`src/hw/rtl/nevc_pkg.sv`:
```
// Shared types, constants and tables for the view cone nearest entity finder.
// Used by the channel interfaces, the controller, the datapath and the top level.
package nevc_pkg;

   localparam int ANGLE_BITS      = 16;
   localparam int POS_FRAC_BITS   = 6;
   localparam int ITEM_NAME_COUNT = 37;

   localparam int POS_W    = 24;
   localparam int HEIGHT_W = 8;
   localparam int ANGLE_W  = 16;
   localparam int KIND_W   = 2;
   localparam int MODEL_W  = 8;
   localparam int HIT_W    = 2;
   localparam int INDEX_W  = 6;
   localparam int PHASE_W  = 24;
   localparam int DIFF_W   = POS_W + 1;
   localparam int DIR_W    = 17;
   localparam int DIST_W   = 23;
   localparam int COS_W    = 16;
   localparam int MUL_W    = 33;
   localparam int PROD_W   = 64;
   localparam int ACC_W    = 52;
   localparam int SQ_W     = 50;
   localparam int ROOT_W   = 25;
   localparam int T_W      = 31;

   localparam int CSR_IDX_W  = 1;
   localparam int CSR_DATA_W = 23;

   localparam logic [CSR_IDX_W-1:0] CSR_MAX_DIST = 1'd0;
   localparam logic [CSR_IDX_W-1:0] CSR_COS_CONE = 1'd1;

   localparam logic [DIST_W-1:0]       MAX_DIST_RESET = 23'd65536;
   localparam logic signed [COS_W-1:0] COS_CONE_RESET = 16'sd32113;

   localparam logic CMD_VIEW   = 1'b0;
   localparam logic CMD_ENTITY = 1'b1;

   localparam logic [KIND_W-1:0] ENT_PICKUP = 2'd1;
   localparam logic [KIND_W-1:0] ENT_PLAYER = 2'd2;

   localparam logic [HIT_W-1:0] HIT_NONE    = 2'd0;
   localparam logic [HIT_W-1:0] HIT_PLAYER  = 2'd1;
   localparam logic [HIT_W-1:0] HIT_NAMED   = 2'd2;
   localparam logic [HIT_W-1:0] HIT_GENERIC = 2'd3;

   localparam logic [31:0] SINE_C_FIRST = 32'd172272;

   typedef enum logic [2:0] {
      OP_IDLE,
      OP_LOAD,
      OP_SIN,
      OP_DIR,
      OP_SQ,
      OP_SQRT,
      OP_DOT,
      OP_EMIT
   } op_type;

   typedef struct packed {
      op_type     op;
      logic [2:0] step;
      logic [1:0] angle;
   } cmd_type;

   typedef struct packed {
      logic is_view;
      logic needs_work;
      logic last;
      logic sqrt_last;
      logic out_free;
   } status_type;

   typedef struct packed {
      logic                       cmd;
      logic                       last;
      logic                       view_active;
      logic signed [POS_W-1:0]    pos_x;
      logic signed [POS_W-1:0]    pos_y;
      logic signed [POS_W-1:0]    pos_z;
      logic signed [HEIGHT_W-1:0] view_height;
      logic [ANGLE_W-1:0]         yaw;
      logic [ANGLE_W-1:0]         pitch;
      logic [KIND_W-1:0]          entity_kind;
      logic [MODEL_W-1:0]         model_index;
   } req_item_type;

   // Odd polynomial coefficients of the quarter-wave sine, Q30, after the first
   function automatic logic [31:0] sine_coef(input logic [1:0] idx);
      logic [31:0] c;
      case (idx)
         2'd0:    c = 32'd5026998;
         2'd1:    c = 32'd85569306;
         2'd2:    c = 32'd693598669;
         2'd3:    c = 32'd1686629713;
         default: c = 32'd0;
      endcase
      return c;
   endfunction

endpackage

```
`src/hw/rtl/nevc_ctrl.sv`:
```
// Sequencer for the view cone finder: steps the datapath through each item.
// Depends on nevc_pkg for command and status types.
module nevc_ctrl (
   input  logic                 clock,
   input  logic                 reset,
   input  logic                 req_valid,
   output logic                 req_ready,
   input  nevc_pkg::status_type st,
   output nevc_pkg::cmd_type    cmd
);

   typedef enum logic [6:0] {
      ST_IDLE = 7'b0000001,
      ST_SIN  = 7'b0000010,
      ST_DIR  = 7'b0000100,
      ST_SQ   = 7'b0001000,
      ST_SQRT = 7'b0010000,
      ST_DOT  = 7'b0100000,
      ST_FIN  = 7'b1000000
   } state_type;

   localparam logic [2:0] SIN_LAST = 3'd6;
   localparam logic [2:0] DIR_LAST = 3'd2;
   localparam logic [2:0] SQ_LAST  = 3'd3;
   localparam logic [2:0] DOT_LAST = 3'd4;
   localparam logic [1:0] ANG_LAST = 2'd3;

   state_type  state_ff, state_in;
   logic [2:0] step_ff, step_in;
   logic [1:0] angle_ff, angle_in;

   always_comb begin
      state_in  = state_ff;
      step_in   = step_ff;
      angle_in  = angle_ff;
      req_ready = 1'b0;
      cmd.op    = nevc_pkg::OP_IDLE;
      cmd.step  = step_ff;
      cmd.angle = angle_ff;
      case (state_ff)
         ST_IDLE: begin
            req_ready = 1'b1;
            step_in   = 3'd0;
            angle_in  = 2'd0;
            if (req_valid) begin
               cmd.op = nevc_pkg::OP_LOAD;
               if (st.is_view) state_in = ST_SIN;
               else if (st.needs_work) state_in = ST_SQ;
               else state_in = ST_FIN;
            end
         end
         ST_SIN: begin
            cmd.op = nevc_pkg::OP_SIN;
            if (step_ff == SIN_LAST) begin
               step_in  = 3'd0;
               angle_in = angle_ff + 2'd1;
               if (angle_ff == ANG_LAST) state_in = ST_DIR;
            end else begin
               step_in = step_ff + 3'd1;
            end
         end
         ST_DIR: begin
            cmd.op = nevc_pkg::OP_DIR;
            if (step_ff == DIR_LAST) begin
               step_in  = 3'd0;
               state_in = ST_FIN;
            end else begin
               step_in = step_ff + 3'd1;
            end
         end
         ST_SQ: begin
            cmd.op = nevc_pkg::OP_SQ;
            if (step_ff == SQ_LAST) begin
               step_in  = 3'd0;
               state_in = ST_SQRT;
            end else begin
               step_in = step_ff + 3'd1;
            end
         end
         ST_SQRT: begin
            cmd.op = nevc_pkg::OP_SQRT;
            if (st.sqrt_last) state_in = ST_DOT;
         end
         ST_DOT: begin
            cmd.op = nevc_pkg::OP_DOT;
            if (step_ff == DOT_LAST) begin
               step_in  = 3'd0;
               state_in = ST_FIN;
            end else begin
               step_in = step_ff + 3'd1;
            end
         end
         ST_FIN: begin
            // for a last item, hold until the result register is free
            if (!st.last) begin
               state_in = ST_IDLE;
            end else if (st.out_free) begin
               cmd.op   = nevc_pkg::OP_EMIT;
               state_in = ST_IDLE;
            end
         end
         default: state_in = ST_IDLE;
      endcase
   end

   always_ff @(posedge clock) begin
      if (reset) begin
         state_ff <= ST_IDLE;
         step_ff  <= 3'd0;
         angle_ff <= 2'd0;
      end else begin
         state_ff <= state_in;
         step_ff  <= step_in;
         angle_ff <= angle_in;
      end
   end

endmodule

```
`config.mk`:
```
export PLATFORM = sky130hd
export DESIGN_NAME = nevc_ctrl
export DESIGN_NICKNAME = d
export VERILOG_FILES = /design/src/hw/rtl/nevc_pkg.sv /design/src/hw/rtl/nevc_ctrl.sv
export SDC_FILE = /design/constraint.sdc
export NUM_CORES = 1
export LEC_CHECK = 0
export BUFFER_PORTS_ARGS = -buffer_cell sky130_fd_sc_hd__buf_2
export CORE_MARGIN = 8
export CORE_UTILIZATION = 40
export CTS_CLUSTER_SIZE = 20
export DETAILED_ROUTE_END_ITERATION = 10
export GPL_ROUTABILITY_DRIVEN = 0
export GPL_TIMING_DRIVEN = 0
export HOLD_SLACK_MARGIN = 0.06
export SYNTH_ARGS = -nofsm -noshare
export SYNTH_HDL_FRONTEND = slang
export SYNTH_SLANG_ARGS = --single-unit
```
`constraint.sdc`:
```
create_clock -name clock -period 1.92 [get_ports clock]
set_clock_uncertainty 0.05 [all_clocks]
set_input_delay 0.192 -clock clock [delete_from_list [all_inputs] [get_ports clock]]
set_output_delay 0.192 -clock clock [all_outputs]
set_load 0.02 [all_outputs]
```
==> flow_results.org, run 1 <==
** Clock network
- Clock-pin slew was measured on the worst setup and hold paths at 70 ps.
- CTS placed an instance of sky130_fd_sc_hd__clkbuf_4 at the clock tree root.
- The tree built by TritonCTS fans out to 12 sinks.
- In this run, post-CTS hold repair placed 0 buffers.
- Clock tree synthesis inserted a total of 3 buffers.
- # H-tree levels :: 1
- The later pin in the worst-skew pair is clocked with a latency of 260 ps.
- Clock tree buffer depth :: 2
- TritonCTS built the clock tree.

** STA
- Measured against its own limit, the worst slew margin works out to 0.6618.
- Setup violations remaining at the end of the flow were counted as 5.
- Across all setup checks in the final design, the least slack found is -55.99 ps.
- Derived from the worst setup path, the maximum achievable clock frequency is 506.1 MHz.
- Adding up every negative setup slack in the final design gives -185.2 ps.
- The count of final max-slew check failures is 0.
- Actual slew at the worst max-slew pin :: 507.3 ps
- The count of endpoints failing hold in the final timing report came to 0.
- Share of the clock period used by the worst path after layout :: 1.029
- Setup repair after global routing could not meet its margin everywhere.
- After layout, the minimum clock period comes to 1976 ps.

** Finish
- Final Instance Count excl. Fillers :: 150
- Of the cells placed in the final design, the portion with a size suffix greater than 1 is 0.3496.
- Total inserted antenna cells :: 0
- The finished cells cover 0.001062 sq mm.
- Area growth from synthesis to layout :: 30.21%
- The final layout contains 139 nets.

** Yosys
- Dominant combinational cell family by area after synthesis :: simple AND/OR/NAND/NOR gates
- Dominant cell type by area after synthesis :: sky130_fd_sc_hd__dfxtp_1
- The synthesized design contains 12 register bits.
- The compound-cell area share of the yosys netlist was 0.1733.
- The number of different library cells used by synthesis comes to 38.
- Of the total synthesized cell area, the portion taken by AND, OR, NAND and NOR gates is 0.3850.
- Primary flip-flop cell chosen by synthesis mapping :: sky130_fd_sc_hd__dfxtp_1
- Number of flops mapped to enable cells by yosys :: 0
- Of the total synthesized cell area, the portion taken by full adders, half adders and majority gates is 0.09202.
- Post-synthesis mux area share :: 0
- Synth Instances :: 102
- Avg Inst Size Synth :: 7.998 sq um
- Sorting the synthesized cells by how often they occur yields 12 x sky130_fd_sc_hd__dfxtp_1, 11 x sky130_fd_sc_hd__nand2_1, 9 x sky130_fd_sc_hd__nand3_1.
- Yosys attributes the largest share of cell area to sky130_fd_sc_hd__dfxtp_1 29%, sky130_fd_sc_hd__ha_1 9.2%, sky130_fd_sc_hd__nand3_1 5.5%.
- Area share of xor/xnor cells in the synthesized design :: 0
- Number of warnings printed during yosys synthesis :: 0
- Counting flops with an async set or reset pin after synthesis yields a share of 0.
- In this run the cell area of the synthesized design comes to 815.8 sq um.
- Dominant cell by count in the synthesized netlist :: sky130_fd_sc_hd__dfxtp_1
- Of the synthesized area, sequential elements account for 0.2945.
- When the netlist entered floorplanning its net count stood at 116.
- The share of synthesized area in the top cell type comes to 0.2945.

** Route
- After detailed routing, the number of vias per cell comes to 5.760.
- In this run the remaining antenna-violating nets after routing total 0.
- In the final routed layout, each cell accounts on average for 14.71 um.
- For this run, design rule violations remaining after detail routing come to 0.
- Initial detailed-routing violation count :: 21
- Detailed-router iteration count before antenna repair :: 4
- Wire length after detailed routing :: 2207 um
- Summing over every cut layer, the via total after detailed routing is 864.

** Floorplanning
- In this run the count of I/O pins placed on the die edge is 17.
- Starting utilization of the core area :: 0.4201
- Chip Height :: 61.16 um
- Width of the die :: 61.16 um
- Floorplan row count :: 16
- The core region is 0.001942 sq mm.
- Die ar. :: 0.003741 sq mm

** Job
- Max-capacitance violation count :: 0

** Worst setup path
- STA puts the critical path data required time at 2000 ps.
- Data arrival time of the critical path :: 2060 ps
- CP Class :: reg2reg
- The worst register-to-register path has a setup slack of -60 ps.
- The worst setup path is launched from a flop.
- Along the worst path, the maximum fanout reaches 5.
- The worst setup path is captured at a flop.

** Place
- Count of placed standard cells including taps :: 145
- DPL Wire Length :: 1669 um
- After detailed placement, the total cell area comes to 930.9 sq um.
- Prior to clock tree synthesis, the placed netlist has a worst setup slack of -87.26 ps.
- The count of buffers added on input and output ports is 16.

** Global route
- In the global route stage, overall resource usage came out at 0.1185.
- The first global-routing pass estimated 3422 um of wire.
- The via count of the first global-routing pass was 813.
- Number of antenna violations at the first check in global routing :: 0
- The total overflow left after global routing is 0.
- Entering global routing, the biggest net connects 11 pins.

** Worst hold path
- The tightest min-delay check is of the in2reg type.

** Pwr
- Summed over all cells, the static leakage comes to 0.4501 nW.
- After layout, the design draws a total of 0.7901 mW.
- For this design the ratio of total power to cell area is 743.8 mW/mm^2.
- Across the VDD grid, the largest voltage drop is 0.4273 mV.

** Outcome
- Violated checks :: negative setup slack
- The flow ran to the end, but the final reports show violations.
[sequential cells by signal, summed over array words and instances (netlist names)]
| register | flops |
|---|---|
| state_ff | 7 |
| step_ff | 3 |
| angle_ff | 2 |
[cell families after synthesis]
group	count (synthesis)
fa+ha+maj	6
compound gates	20
buf+inv	11
simple gates	53
flops	12
[where the power goes]
part | switching [mW] | internal (mW)
combinational | 0.191 | 0.139
sequential | 0.0361 | 0.272
clock | 0.0791 | 0.0724
[cell usage in the layout (no fill, tap or decap), types with 4 or more instances in the layout]
cell,instances
sky130_fd_sc_hd__dfxtp_1,8
sky130_fd_sc_hd__a21oi_1,8
sky130_fd_sc_hd__inv_1,7
sky130_fd_sc_hd__nand3_1,7
sky130_fd_sc_hd__nand2_1,11
sky130_fd_sc_hd__ha_1,5
sky130_fd_sc_hd__nand4_1,4
sky130_fd_sc_hd__nor2_1,4
sky130_fd_sc_hd__buf_2,15
[layer usage]
layer,vias to the layer above,wire length (um),global-route usage
met5,-,0,0
li1,427,-,-
met1,402,917,0.1357
met2,29,1101,0.2045
met4,0,32,0.04983
met3,6,156,0.02714
[per-stage QoR]
stage	hold WS, ps	utilization
floorplan	256.3	-
global placement	373.9	0.4794
detailed placement	379.4	0.4794
CTS	94.36	0.5187
global route	94.69	0.5470
finish	99.44	0.5470
[critical path: stages (launching register included)]
cell,delay [ps]
sky130_fd_sc_hd__dfxtp_4,370
sky130_fd_sc_hd__or4_4,560
sky130_fd_sc_hd__or4_4,580
sky130_fd_sc_hd__nand3_4,120
sky130_fd_sc_hd__or3b_2,120
sky130_fd_sc_hd__a21oi_1,60
[what timing repair did]
item / in CTS / in global routing
cloned: 0 / 0
gates resized for setup: 11 / 12
setup buffers: 1 / 1
pin swaps: 2 / 6
setup endpoints to repair: 8 / 10
[cell type report]
| cell class | count | area [sq um] |
|---|---|---|
| timing repair buffer | 18 | 101.3 |
| inverter | 8 | 30.03 |
| tap | 27 | 33.78 |
| buffer | 3 | 20.02 |
| multi-input combinational | 79 | 604.3 |
| clock buffer | 3 | 22.52 |
| fill | 207 | 879.6 |
| sequential | 12 | 250.2 |
[final timing paths]
| path | startpoint | endpoint | cells after the start |
|---|---|---|---|
| max | state_ff[6]$_SDFFE_PP0P_ | state_ff[5]$_SDFFE_PP0P_ | 5 |
| min | reset | step_ff[1]$_SDFFE_PP0P_ | 2 |
| max reg2reg | state_ff[6]$_SDFFE_PP0P_ | state_ff[5]$_SDFFE_PP0P_ | 5 |
| min reg2reg | angle_ff[1]$_SDFFE_PP0P_ | angle_ff[1]$_SDFFE_PP0P_ | 2 |
(Power assumes the default switching activity.)
==> run 2, diff against run 1 <==
Settings changed: RECOVER_POWER set to 25.
==> flow_results.org, run 2 (synthesis results as in run 1) <==
** Outcome
- Result of the run :: finished, violations left
- Violated checks :: negative setup slack

** Floorplanning
- Chip Height :: 61.16 um
- Die ar. :: 0.003741 sq mm
- Std-Cell Core Area :: 0.001942 sq mm
- After floorplanning, the core was divided into 16 placement rows.
- Width of the die :: 61.16 um
- During I/O placement, the number of pins put on the boundary was 17.
- Starting utilization of the core area :: 0.4201

** Route
- Once detail routing completed, the nets flagged for antenna violations numbered 0.
- Wire length after detailed routing :: 2207 um
- Remaining routing DRC violations :: 0
- Dividing the detail-routed wire length by the instance count gives 14.71 um.
- The first detailed-routing pass took 4 iterations.
- Number of vias in the routed layout :: 854
- Initial detailed-routing violation count :: 21
- Post-DR vias/cell :: 5.693

** Worst hold path
- The tightest min-delay check is of the in2reg type.

** Clock network
- CTS tree :: built
- Clock tree buffer depth :: 2
- Insertion delay to the later sink of the worst-skew pair :: 260 ps
- Clock tree synthesis found a total of 12 sinks.
- Root buffer selected by CTS :: sky130_fd_sc_hd__clkbuf_4
- # H-tree levels :: 1
- Number of CTS-inserted buffers :: 3
- Clock-pin slew was measured on the worst setup and hold paths at 70 ps.
- CTS Hold Bufs :: 0

** Worst setup path
- The kind of cell with the highest combined delay along the critical path is simple AND/OR/NAND/NOR gates.
- Counting both buffers and inverters, the worst setup path holds a total of 0.
- The worst setup path is of the reg2reg kind.
- STA puts the critical path data arrival time at 2060 ps.
- Critical Path Source Type :: flop
- Required time at the worst-slack endpoint :: 2000 ps
- On the worst path, the slowest cell contributes a delay of 580 ps.
- STA classifies the critical path endpoint as a flop.
- Cell Chain, Critical Path :: or4_4, or4_4, nand3_4, or3b_2, a21oi_1
- In this design, the critical path's most frequently occurring cell is sky130_fd_sc_hd__or4_4.
- For this design, the slowest cell found on the critical path is sky130_fd_sc_hd__or4_4.
- In this run the worst path has a maximum fanout of 5.

** Place
- DPL Wire Length :: 1669 um
- The count of buffers added on input and output ports is 16.

** Global route
- GRT Residual Overflow :: 0
- The via count of the first global-routing pass is 813.
- Maximum number of pins on one net before global-route repair :: 11
- Global-route wire length before repair :: 3422 um
- Number of antenna violations at the first check in global routing :: 0
- For this run, the total global-route usage over all layers was measured as 0.1185.

** Finish
- Share of the core filled with cells in the final layout :: 0.5457
- Fillers :: 208
- Area growth from synthesis to layout :: 29.91%
- The register with the most flip-flops in the layout has 7 of them.
- Top register by number of flip-flops :: state_ff
- Of the cells placed in the final design, the portion with a size suffix greater than 1 is 0.3333.
- The library cells used most frequently in the layout, excluding fill and tap cells, are 13 x sky130_fd_sc_hd__buf_2, 11 x sky130_fd_sc_hd__nand2_1, 8 x sky130_fd_sc_hd__a21oi_1, 8 x sky130_fd_sc_hd__dfxtp_1.
- Largest regs :: state_ff x7, step_ff x3, angle_ff x2
- Leaving out fill and tap cells, the most frequent cell in the layout is sky130_fd_sc_hd__buf_2.
- After the last flow step, the layout net total stands at 139.
- Total inserted antenna cells :: 0

** Pwr
- Summed over all cells, the static leakage comes to 0.4413 nW.
- After layout, the design draws a total of 0.7908 mW.
- In this run the power density over the cells is 746.2 mW/mm^2.
- Peak VDD IR :: 0.4282 mV

** STA
- Of the available clock period, the critical path in the final layout requires 1.029.
- Setup violations remaining at the end of the flow were counted as 5.
- For the finished layout, the period the worst path requires is 1976 ps.
- RSZ-0062 raised after global routing :: yes
- Number of max-slew violations in the final report :: 0
- Timing would allow up to 506.1 MHz.
- Max-Slew Margin vs Limit :: 0.6672
- Final-report hold violation count :: 0
- Actual slew at the worst max-slew pin :: 499.2 ps
- Setup slack on the critical path of the routed design comes to -56.04 ps.

** Job
- Max-capacitance violation count :: 0
run 2: changes by cell type in the layout (fill, tap and decap cells not counted):
cell / delta
sky130_fd_sc_hd__buf_2: -2
sky130_fd_sc_hd__clkbuf_1: +2
run 2: routing by layer:
metal  share of wire  global-route usage  vias up
met5               0                   0        -
met2            0.50              0.2045       23
met3           0.060             0.02714        6
met4           0.014             0.04983        0
met1            0.43              0.1357      398
li1                -                   -      427
run 2: metrics by stage:
stage | hold WS (ps) | area (sq um) | setup slack (ps) | std cells | setup TNS (ps)
2_1_floorplan | 256.3 | 817.0 | 35.24 | 102 | 0
3_3_place_gp | 373.9 | 930.9 | -73.07 | 145 | -206.3
3_5_place_dp | 379.4 | 930.9 | -87.26 | 145 | -196.7
4_1_cts | 94.36 | 1007 | -42.21 | 149 | -61.97
5_1_grt | 94.69 | 1060 | -104.6 | 150 | -601.1
6_report | 99.27 | 1060 | -56.04 | 150 | -183.0
run 2: layout make-up:
class                   count  area (sq um)  area share
clock buffers               3         22.52     0.02125
inverters                   8         30.03     0.02834
well taps                  27         33.78     0.03188
plain buffers               3         20.02     0.01889
repair buffers             18         98.84     0.09327
flip-flops and latches     12         250.2      0.2361
multi-input cells          79         604.3      0.5702
run 2: repair_timing:
item                       CTS  global route
setup endpoints to repair    8            10
pin swaps                    2             6
setup buffers                1             1
resized for setup           11            12
run 2: power by group:
part / switching (mW) / internal [mW]
clock: 0.0792 / 0.0724
sequential: 0.0361 / 0.272
combinational: 0.192 / 0.139
run 2: path summary, 6_finish.rpt:
path | from | to | slack (ps) | cells after the start
max reg2reg | state_ff[6]$_SDFFE_PP0P_ | state_ff[5]$_SDFFE_PP0P_ | -60 | 5
max | state_ff[6]$_SDFFE_PP0P_ | state_ff[5]$_SDFFE_PP0P_ | -60 | 5
min | reset | step_ff[1]$_SDFFE_PP0P_ | 100 | 2
min reg2reg | angle_ff[1]$_SDFFE_PP0P_ | angle_ff[1]$_SDFFE_PP0P_ | 450 | 2
run 2: worst reg2reg max path, delay by kind of cell, from the launching register on:
kind	cells	cell delay (ps)
flops	1	370
simple gates	4	1380
compound gates	1	60
